$ cat src/rtl/qrr_pkg.sv
// shared types and constants for the quadratic real root solver
// no dependencies
`default_nettype none

package qrr_pkg;

    // width of one root on the result side, signed fixed point
    localparam int ROOT_W = 34;
    // result tdata: status, larger root, smaller root, padded to bytes
    localparam int OUT_DATA_W = ((2 + 2 * ROOT_W + 7) / 8) * 8;

    typedef enum logic [1:0] {
        ST_TWO    = 2'd0,
        ST_NONE   = 2'd1,
        ST_LINEAR = 2'd2,
        ST_DEGEN  = 2'd3
    } t_status;

endpackage

`default_nettype wire

$ cat src/rtl/qrr_sqrt.sv
// pipelined digit-by-digit square root, one root bit per stage
// depends on qrr_pkg
`default_nettype none

module qrr_sqrt
    import qrr_pkg::*;
#(
    parameter int CW = 16,
    parameter int GB = 18,
    parameter int SW = 8
) (
    input  wire logic                   i_clk,
    input  wire logic                   i_rst_n,
    input  wire logic                   i_en,
    input  wire logic                   i_valid,
    input  wire logic [2*CW+1:0]        i_d,
    input  wire logic [SW-1:0]          i_side,
    output logic                        o_valid,
    output logic [CW+GB:0]              o_root,
    output logic [SW-1:0]               o_side
);

    localparam int DW = 2 * CW + 2;
    localparam int SQ = CW + 1 + GB;
    localparam int RW = SQ + 2;

    logic [RW-1:0] r_rem  [SQ];
    logic [SQ-1:0] r_q    [SQ];
    logic [DW-1:0] r_d    [SQ];
    logic [SW-1:0] r_side [SQ];
    logic [SQ-1:0] r_v;

    for (genvar i = 0; i < SQ; i++) begin : g_step
        logic [RW-1:0] w_rem;
        logic [SQ-1:0] w_q;
        logic [DW-1:0] w_d;
        logic [SW-1:0] w_side;
        logic          w_v;
        logic [RW+1:0] w_rx, w_t, w_sub;
        logic          w_ge;

        if (i == 0) begin : g_first
            assign w_rem  = '0;
            assign w_q    = '0;
            assign w_d    = i_d;
            assign w_side = i_side;
            assign w_v    = i_valid;
        end else begin : g_next
            assign w_rem  = r_rem[i-1];
            assign w_q    = r_q[i-1];
            assign w_d    = r_d[i-1];
            assign w_side = r_side[i-1];
            assign w_v    = r_v[i-1];
        end

        // bring down the next pair, try subtracting 4q+1
        assign w_rx  = {w_rem, w_d[DW-1 -: 2]};
        assign w_t   = (RW+2)'({w_q, 2'b01});
        assign w_ge  = w_rx >= w_t;
        assign w_sub = w_rx - w_t;

        always_ff @(posedge i_clk) begin
            if (!i_rst_n) begin
                r_v[i] <= 1'b0;
            end else if (i_en) begin
                r_v[i] <= w_v;
            end
        end

        always_ff @(posedge i_clk) begin
            if (i_en) begin
                r_rem[i]  <= w_ge ? RW'(w_sub) : RW'(w_rx);
                r_q[i]    <= {w_q[SQ-2:0], w_ge};
                r_d[i]    <= {w_d[DW-3:0], 2'b00};
                r_side[i] <= w_side;
            end
        end
    end

    assign o_valid = r_v[SQ-1];
    assign o_root  = r_q[SQ-1];
    assign o_side  = r_side[SQ-1];

endmodule

`default_nettype wire

$ cat config.mk
export PLATFORM = sky130hd
export DESIGN_NAME = qrr_sqrt
export DESIGN_NICKNAME = d
export VERILOG_FILES = /design/src/rtl/qrr_pkg.sv /design/src/rtl/qrr_sqrt.sv
export SDC_FILE = /design/constraint.sdc
export NUM_CORES = 2
export LEC_CHECK = 0
export BUFFER_PORTS_ARGS = -buffer_cell sky130_fd_sc_hd__buf_2
export CORE_ASPECT_RATIO = 0.6
export CORE_MARGIN = 2
export CORE_UTILIZATION = 50
export CTS_CLUSTER_SIZE = 30
export DETAILED_ROUTE_END_ITERATION = 12
export GPL_ROUTABILITY_DRIVEN = 0
export HOLD_SLACK_MARGIN = 0.12
export PLACE_DENSITY = 0.62
export SYNTH_ARGS = -nofsm -noshare
export SYNTH_HDL_FRONTEND = slang
export SYNTH_SLANG_ARGS = --single-unit
$ cat constraint.sdc
create_clock -name i_clk -period 10.5 [get_ports i_clk]
set_input_delay 1.05 -clock i_clk [delete_from_list [all_inputs] [get_ports i_clk]]
set_output_delay 1.05 -clock i_clk [all_outputs]
set_load 0.02 [all_outputs]
==> summary.md <==
| Metric | Value |
|---|---|
| Status | finished, violations left |
| Violated checks | max-capacitance violations, max-slew violations |
| CTS resizes | 0 |
| Setup crit end | r_rem[24][34] |
| Clk slew on worst S/H paths | about 0.07 ns |
| R2R Path End | r_rem[24][34] |
| Req. time, crit path | between 10 and 15 ns |
| CP Class | reg2reg |
| Antenna-violating nets left | 0 |
| Most common cell after layout, fill and taps aside | edfxtp_1 |
| Worst setup margin | between 5 and 6 ns |
| Drt pass-1 iters | 8 |
| Max-slew violation count | 2 |
| CTS max path bufs | 4 |
| RSZ-0062 raised after global routing | no |
| Drt drc | 0 |
| Max_cap viols | 1 |
| Initial antenna violation count | 15 |
| Post-Route Utilization | 0.553 |
| Area of the core | 239000 um^2 |
| Synth unique cells | 89 |
| Reg2Reg Depth | 13 |
| Die width | 636 um |
| Number of global-route vias before repair | between 70000 and 80000 |
| Worst reg2reg startpoint | r_rem[23][0] |
| Setup TNS | 0 ns |
| Area growth syn-to-layout | 10.1% |
| Vias per cell | 5.92 |
| Cell area power density | 218 nW/um^2 |
| TritonCTS clock tree | done |
| Row count | 139 |
| Final Non-Filler Cells | 13504 |
| Max_slew headroom | -0.0185 |
| Dominant cell type by area after synthesis | edfxtp_1 |
| Commonest cells after routing, fill and taps aside | edfxtp_1, inv_1, nand2_1 |
| First-pass GRT wire length | between 400000 and 500000 um |
| Pre-CTS setup slack | 5.39 ns |
| Worst-path maximum fanout | 6 |
| Largest net degree at the start of global routing | around 180 |
| Worst-Skew Late Latency | around 0.9 ns |
| Static Leakage | 50.6 nW |
| Ys async rst share | 0 |
| Port bufs | 89 |
| Fin Hold WS | 0.322 ns |
| Tot Pwr | 28.8 mW |
| WL/cell | roughly 23 um |
| EDFF count, synth | between 2000 and 2500 |
| Die area | 244000 um^2 |
| Area contributors post-synth | edfxtp_1, ha_1, xor2_1 |
| Die H | approximately 380 um |
| Min Tclk post-route | 5.32 ns |
| Io pins | 90 |
| Worst setup path start | r_rem[23][0] |
| Peak VDD IR | 0.138 mV |
| Syn Area/Cell | 12.1 um^2 |
| WL final | 306000 um |
| WP data arrival | 5.93 ns |
| # H-tree levels | 4 |
| Synthesis-stage register bit count | 2401 |
| Worst slew pin tran | 1.52 ns |
| Placed cell areas | roughly 120000 um^2 |
| R2r setup slk | 5.18 ns |
| Initial Util | 0.502 |
| Sequential fraction of the synthesis area | 0.598 |
| Final instance area | 132000 um^2 |
| Cells after Synth | 9949 |
| Nets@finish | 10836 |
| Initial DRC Count | around 12000 |
| Postcts setup bufs | 0 |
| Most common flop cell mapped by yosys | edfxtp_1 |
| Syn nets | 10644 |
| Final Hold Fails | 0 |
| Top-area cell type share of the netlist area | 0.592 |
| Worst setup EP type | register |
| Fmax | roughly 190 MHz |
| Fraction of layout cells with a size suffix above 1 | 0.0706 |
| Skew final | 0.0616 ns |
| Hold Buf Count CTS | 0 |
| Post-DP HPWL | between 200000 and 250000 um |
| Crit start category | register |
| Root buffer cell | clkbuf_16 |
| Period utilization | 0.507 |
| HP Class | in2reg |
| Yosys warns | 0 |
| Total track usage | 0.246 |
| Mapped Area | 120000 um^2 |
| Final setup viols | 0 |
| Vias | 79990 |
| # clock sinks | 2401 |
| Total global routing overflow | 0 |
| Inst Count DP | approximately 13000 |
| Inserted Clock Buffers | roughly 230 |
==> state kept, by name, indices dropped and copies added, names as in the netlist <==
register and flops:
r_rem 1184, r_q 630, r_side 280, r_d 272
g_step.w_v 34, o_valid 1
==> per-layer routing <==
| layer | global-route usage | routed length, um |
|---|---|---|
| met1 | 0.456 | 164000 |
| met2 | 0.245 | 92000 |
| met3 | 0.0933 | 46200 |
| met4 | 0.0341 | 3540 |
| met5 | 0 | 24 |
==> synthesized netlist by cell type (all sizes together), types with 16 or more instances <==
library cell	n
mux2	111
nand4	75
nand2	748
or4	86
buf	21
dfxtp	35
o21bai	65
nor3	275
o21a	114
nand3	157
edfxtp	2366
ha	632
o2111ai	16
o41ai	21
nor4	133
a21boi	25
a2111oi	21
clkbuf	173
a211oi	61
and3	64
inv	824
or3	118
xnor2	453
o211ai	35
mux2i	45
o21ai	560
nor2	629
nor2b	112
and2	35
xor2	504
a31oi	42
or2	58
nand2b	101
fa	17
a21oi	648
nand3b	29
a21o	253
o31ai	65
nor4b	16
==> worst min path at each step <==
| stage | startpoint | to | slack, ns | cells after the start |
|---|---|---|---|---|
| floorplan | r_d[9][18] | r_d[10][20] | 0.40 | 0 |
| global route | i_d[19] | r_d[0][19] | 0.27 | 1 |
| global placement | r_side[18][4] | r_side[19][4] | 0.40 | 0 |
| CTS | i_d[21] | r_d[0][21] | 0.26 | 1 |
| detailed placement | r_d[9][29] | r_d[10][31] | 0.40 | 0 |
| finish | i_d[15] | r_d[0][15] | 0.32 | 1 |
==> worst max-delay path, cell delays in order, from the launching register on <==
cell       delay [ns]
edfxtp_1         0.46
ha_1             0.27
fa_1             0.44
a211o_1          0.37
a21oi_1          0.37
nor3_1           0.15
buf_4            0.19
nor4b_1          0.66
nor2_1           0.27
a221o_1          0.45
a221o_1          0.41
a21o_1           0.31
a2111oi_0        0.56
xor2_1           0.13
==> where the power goes <==
group | switching [mW] | internal [mW]
sequential | 1.08 | 12.2
clock | 3.73 | 4.91
combinational | 4.09 | 2.74
total | 8.90 | 19.9
==> final cells by class <==
class | instances | area (um^2)
fill | 19595 | 107000
sequential | 2401 | 71700
multi-input combinational | 6527 | 44500
clock buffer | 274 | 6060
tap | 3172 | 3970
inverter | 827 | 3110
clock inverter | 148 | 1640
timing repair buffer | 153 | 1090
antenna | 2 | 5.00
==> cells by family (layout without fill, tap and decap cells) <==
family                   after synthesis  count (layout)  synth area share
AO/OA/AOI/OAI                       2074            2074             0.107
XOR/XNOR                             957             957            0.0699
adder cells (fa/ha/maj)              649             649            0.0688
buffers and inverters               1021            1402            0.0320
flip-flops                          2401            2401             0.598
multiplexers                         156             156            0.0142
other                                  1               3         0.0000313
AND/OR/NAND/NOR                     2690            2690             0.110
Note: power is estimated with default switching activity, not from simulation.
