[src/rtl/qrr_pkg.sv]
// shared types and constants for the quadratic real root solver
// no dependencies
`default_nettype none

package qrr_pkg;

    // width of one root on the result side, signed fixed point
    localparam int ROOT_W = 34;
    // result tdata: status, larger root, smaller root, padded to bytes
    localparam int OUT_DATA_W = ((2 + 2 * ROOT_W + 7) / 8) * 8;

    typedef enum logic [1:0] {
        ST_TWO    = 2'd0,
        ST_NONE   = 2'd1,
        ST_LINEAR = 2'd2,
        ST_DEGEN  = 2'd3
    } t_status;

endpackage

`default_nettype wire

[src/rtl/qrr_disc.sv]
// discriminant front end: input register, magnitude products, exact b*b-4ac
// depends on qrr_pkg
`default_nettype none

module qrr_disc
    import qrr_pkg::*;
#(
    parameter int CW = 16,
    parameter int FB = 16
) (
    input  wire logic                      i_clk,
    input  wire logic                      i_rst_n,
    input  wire logic                      i_en,
    input  wire logic                      i_valid,
    input  wire logic signed [CW-1:0]      i_coef_a,
    input  wire logic signed [CW-1:0]      i_coef_b,
    input  wire logic signed [CW-1:0]      i_coef_c,
    output logic                           o_valid,
    output logic [2*CW+1:0]                o_d,
    output logic signed [CW+FB+2:0]        o_base,
    output logic [CW+2:0]                  o_dmag,
    output logic                           o_den_neg,
    output t_status                        o_status
);

    localparam int GB  = FB + 2;
    localparam int DW  = 2 * CW + 2;
    localparam int MW  = CW + GB;
    localparam int DMW = CW + 3;

    // stage a: registered coefficients
    logic signed [CW-1:0] r_a, r_b, r_c;
    logic                 r_va;

    always_ff @(posedge i_clk) begin
        if (!i_rst_n) begin
            r_va <= 1'b0;
        end else if (i_en) begin
            r_va <= i_valid;
        end
    end

    always_ff @(posedge i_clk) begin
        if (i_en) begin
            r_a <= i_coef_a;
            r_b <= i_coef_b;
            r_c <= i_coef_c;
        end
    end

    // stage b: magnitudes and the two products
    logic [CW-1:0]   w_ua, w_ub, w_uc;
    logic [CW-1:0]   r_ua, r_ub, r_uc;
    logic [2*CW-1:0] r_bb, r_m;
    logic            r_a_zero, r_b_zero, r_opp, r_a_neg, r_b_neg, r_b_pos, r_c_pos;
    logic            r_vb;

    assign w_ua = r_a[CW-1] ? CW'(-r_a) : CW'(r_a);
    assign w_ub = r_b[CW-1] ? CW'(-r_b) : CW'(r_b);
    assign w_uc = r_c[CW-1] ? CW'(-r_c) : CW'(r_c);

    always_ff @(posedge i_clk) begin
        if (!i_rst_n) begin
            r_vb <= 1'b0;
        end else if (i_en) begin
            r_vb <= r_va;
        end
    end

    always_ff @(posedge i_clk) begin
        if (i_en) begin
            r_ua     <= w_ua;
            r_ub     <= w_ub;
            r_uc     <= w_uc;
            r_bb     <= (2*CW)'(w_ub) * (2*CW)'(w_ub);
            r_m      <= (2*CW)'(w_ua) * (2*CW)'(w_uc);
            r_a_zero <= (r_a == '0);
            r_b_zero <= (r_b == '0);
            r_opp    <= (r_c != '0) && (r_a[CW-1] != r_c[CW-1]);
            r_a_neg  <= r_a[CW-1];
            r_b_neg  <= r_b[CW-1];
            r_b_pos  <= !r_b[CW-1] && (r_b != '0);
            r_c_pos  <= !r_c[CW-1] && (r_c != '0);
        end
    end

    // stage c: discriminant, status, numerator base, denominator magnitude
    logic [DW-1:0] w_bb, w_m4, w_sum, w_diff, w_d;
    logic          w_less;
    t_status       w_status;
    logic [MW-1:0] w_bmag, w_cmag, w_mag;
    logic          w_neg;

    assign w_bb   = DW'(r_bb);
    assign w_m4   = {r_m, 2'b00};
    assign w_sum  = w_bb + w_m4;
    assign w_diff = w_bb - w_m4;
    assign w_less = w_m4 > w_bb;

    always_comb begin
        if (r_a_zero) begin
            w_status = r_b_zero ? ST_DEGEN : ST_LINEAR;
        end else if (!r_opp && w_less) begin
            w_status = ST_NONE;
        end else begin
            w_status = ST_TWO;
        end
    end

    assign w_d    = (w_status == ST_TWO) ? (r_opp ? w_sum : w_diff) : '0;
    assign w_bmag = MW'(r_ub) << GB;
    assign w_cmag = MW'(r_uc) << FB;
    assign w_mag  = r_a_zero ? w_cmag : w_bmag;
    assign w_neg  = r_a_zero ? r_c_pos : r_b_pos;

    always_ff @(posedge i_clk) begin
        if (!i_rst_n) begin
            o_valid <= 1'b0;
        end else if (i_en) begin
            o_valid <= r_vb;
        end
    end

    always_ff @(posedge i_clk) begin
        if (i_en) begin
            o_d       <= w_d;
            o_base    <= w_neg ? -$signed({1'b0, w_mag}) : $signed({1'b0, w_mag});
            o_dmag    <= r_a_zero ? DMW'(r_ub) : {r_ua, 3'b000};
            o_den_neg <= r_a_zero ? r_b_neg : r_a_neg;
            o_status  <= w_status;
        end
    end

endmodule

`default_nettype wire

[config.mk]
export PLATFORM = sky130hd
export DESIGN_NAME = qrr_disc
export DESIGN_NICKNAME = d
export VERILOG_FILES = /design/src/rtl/qrr_pkg.sv /design/src/rtl/qrr_disc.sv
export SDC_FILE = /design/constraint.sdc
export NUM_CORES = 1
export LEC_CHECK = 0
export ABC_AREA = 1
export BUFFER_PORTS_ARGS = -buffer_cell sky130_fd_sc_hd__buf_2
export CAP_MARGIN = 10
export CELL_PAD_IN_SITES_DETAIL_PLACEMENT = 1
export CELL_PAD_IN_SITES_GLOBAL_PLACEMENT = 2
export CORE_UTILIZATION = 42
export CTS_CLUSTER_SIZE = 10
export DETAILED_ROUTE_END_ITERATION = 10
export GPL_ROUTABILITY_DRIVEN = 0
export PLACE_DENSITY_LB_ADDON = 0.08
export REMOVE_ABC_BUFFERS = 1
export SLEW_MARGIN = 20
export SYNTH_ARGS = -nofsm -noshare
export SYNTH_HDL_FRONTEND = slang
export SYNTH_SLANG_ARGS = --single-unit
export TNS_END_PERCENT = 100
[constraint.sdc]
create_clock -name i_clk -period 11.8 [get_ports i_clk]
set_input_delay 0.59 -clock i_clk [delete_from_list [all_inputs] [get_ports i_clk]]
set_output_delay 0.59 -clock i_clk [all_outputs]
set_load 0.03 [all_outputs]
==> metrics <==
share of cells above drive strength 1 0.0638; post-DR wirelength/cell roughly 19 µm; gr usage total 0.263; # IOs 144; synth cell count leaders nand2_1, inv_1, nor2_1; post-DR vias/cell 5.04; Max Cap Viol 0; clock-pin transition on the worst setup and hold timing paths about 0.050 ns; post-placement cell count roughly 4.8k; Synth Instances about 3.7k; final setup vio count 0; global-route wire length before repair about 150 mm; Core Rows 97; initial antenna violation count 2; DP HPWL about 78 mm; RSZ-0062 raised after global routing no; Yosys top cell area share 0.238; Mapped Area between 0.03 and 0.04 mm²; die width about 270 µm; Fin Setup TNS 0 ns; reg-to-reg startpoint r_b[0]$_DFFE_PP_; critical path class flop to flop; Seq/Total Area, Yosys 0.240; max incr delay on CP between 0.6 and 0.7 ns; total wire length about 94 mm; # DRC 0; initial core utilization 0.428; clk sinks ~240; vias in the first global route 27.1k; Port Buffers 126; # hold bufs at CTS 0; syn avg cell area about 8 µm²; post-cts sizing count 0; final non-filler cell total around 4.8k; Async S/R FF share, synth 0; TritonCTS Buffers 35; Final Hold Vio Count 0; cells taking the most area after synthesis fa_1, edfxtp_1, nand2_1; worst relative slew slack 0.362; Synth Register Bits about 240; Util after Layout 0.466; die height about 270 µm; fmax between 100 and 150 MHz; # Post-CTS Setup Buffers 0; crit path max-delay cell type nand2_1; HP Class input pin to flop; gr ovfl total 0; Hold WS 0.193 ns; status finished clean; Worst-Skew Late Latency between 0.5 and 0.6 ns; CP Max Fanout 18; Top FF cell, synth edfxtp_1; CTS root buf clkbuf_16; max-slew violation count 0; YS warnings 0; Final period util 0.673; Critical Path Source Type flop; first-pass iteration count of the detailed router 5; crit path DAT around 8.2 ns; dominant cell by count in the synthesized netlist nand2_1; CP Data Required Time ~12 ns; DR iter-0 viols between 1k and 1.5k; number of synthesized flops with an enable pin 239; library cells used by synthesis 52; crit-path most repeated cell nand2_1; post-route minimum period 7.94 ns; CP endpoint kind flop; core area approximately 0.07 mm²; area leader, netlist fa_1; Nets roughly 4.5k; Area Overhead vs Synth 8.79%; CTS tree done; CTS max path bufs 3; CP startpoint r_b[0]$_DFFE_PP_; FILL cells between 8k and 9k; clk_skew between 0.02 and 0.025 ns; ANT nets after route 0; CTS H-tree lvls 2; slew at the pin closest to its max-slew limit 0.956 ns; largest net degree at the start of global routing 82; min-delay src i_coef_a[9]; Via Count 24.3k; die area 0.0729 mm²
==> final cells by class <==
type	count	area, µm²	share of cell area
Tap cell	940	1180	0.0358
Antenna cell	1	2.50	0.0000762
Timing Repair Buffer	149	813	0.0248
Clock inverter	18	234	0.00713
Inverter	851	3190	0.0973
Sequential cell	242	7240	0.220
Multi-Input combinational cell	2575	19300	0.587
Clock buffer	38	887	0.0270
==> state kept, by name (all words and copies together), names as in the netlist, 2 cells and up <==
name / count
o_base: 19
o_d: 33
o_dmag: 19
o_status: 2
r_a: 16
r_b: 16
r_bb: 30
r_c: 16
r_m: 32
r_ua: 16
r_ub: 16
r_uc: 16
==> cells in the final DEF, fill, tap and decap left out, types with 7 or more instances in the layout <==
| cell | n |
|---|---|
| nand4_1 | 24 |
| o21ai_2 | 7 |
| nor4_1 | 8 |
| inv_2 | 9 |
| a21oi_1 | 118 |
| fa_1 | 359 |
| edfxtp_1 | 239 |
| buf_2 | 125 |
| nor2_1 | 391 |
| xnor2_1 | 16 |
| buf_4 | 23 |
| xor2_1 | 71 |
| conb_1 | 28 |
| o21ai_1 | 9 |
| clkbuf_16 | 35 |
| nor3_1 | 39 |
| o21ai_0 | 96 |
| o21bai_1 | 25 |
| clkinv_1 | 8 |
| nand2_1 | 929 |
| a21o_1 | 7 |
| nand3_1 | 116 |
| inv_1 | 839 |
| ha_1 | 264 |
| or2_2 | 11 |
==> per-layer routing <==
layer	track usage	part of all wire
met1	0.325	0.43
met5	0	0
met2	0.464	0.49
met4	0.0997	0.039
met3	0.0349	0.041
==> final timing paths <==
path                              to  slack (ns)  cells after the start
hold / removal      r_a[9]$_DFFE_PP_        0.19                      1
setup reg to reg  r_bb[26]$_DFFE_PP_        3.86                     29
setup / recovery  r_bb[26]$_DFFE_PP_        3.86                     29
hold reg to reg    r_vb$_SDFFE_PN0P_        0.49                      2
==> cell families after synthesis <==
group / count (synthesis) / share of synthesized area
other cells: 2 / 0.000249
simple gates: 1552 / 0.208
flops: 242 / 0.240
mux: 1 / 0.000332
xor+xnor: 93 / 0.0285
compound gates: 278 / 0.0508
fa+ha+maj: 623 / 0.348
buf+inv: 954 / 0.125
==> critical path, delay by kind of cell, from the launching register on <==
kind | cells | cell delay (ns)
DFF | 1 | 0.46
and+or+nand+nor | 11 | 2.01
xor gates and xnor gates | 1 | 0.07
AOI/OAI and AO/OA | 4 | 1.01
adders and majority gates | 8 | 3.39
buffers and inverters | 5 | 0.71
==> metrics by stage <==
stage                     setup slack, ns  area [µm²]
after detailed placement             3.88       31700
after CTS                            3.87       32800
after global placement               4.07       31700
after global routing                 3.29       32800
after floorplan                      5.27       29700
final                                3.86       32800
Power is not shown: default switching activity piles up to over one toggle a cycle in this logic, so the estimate is an artifact.
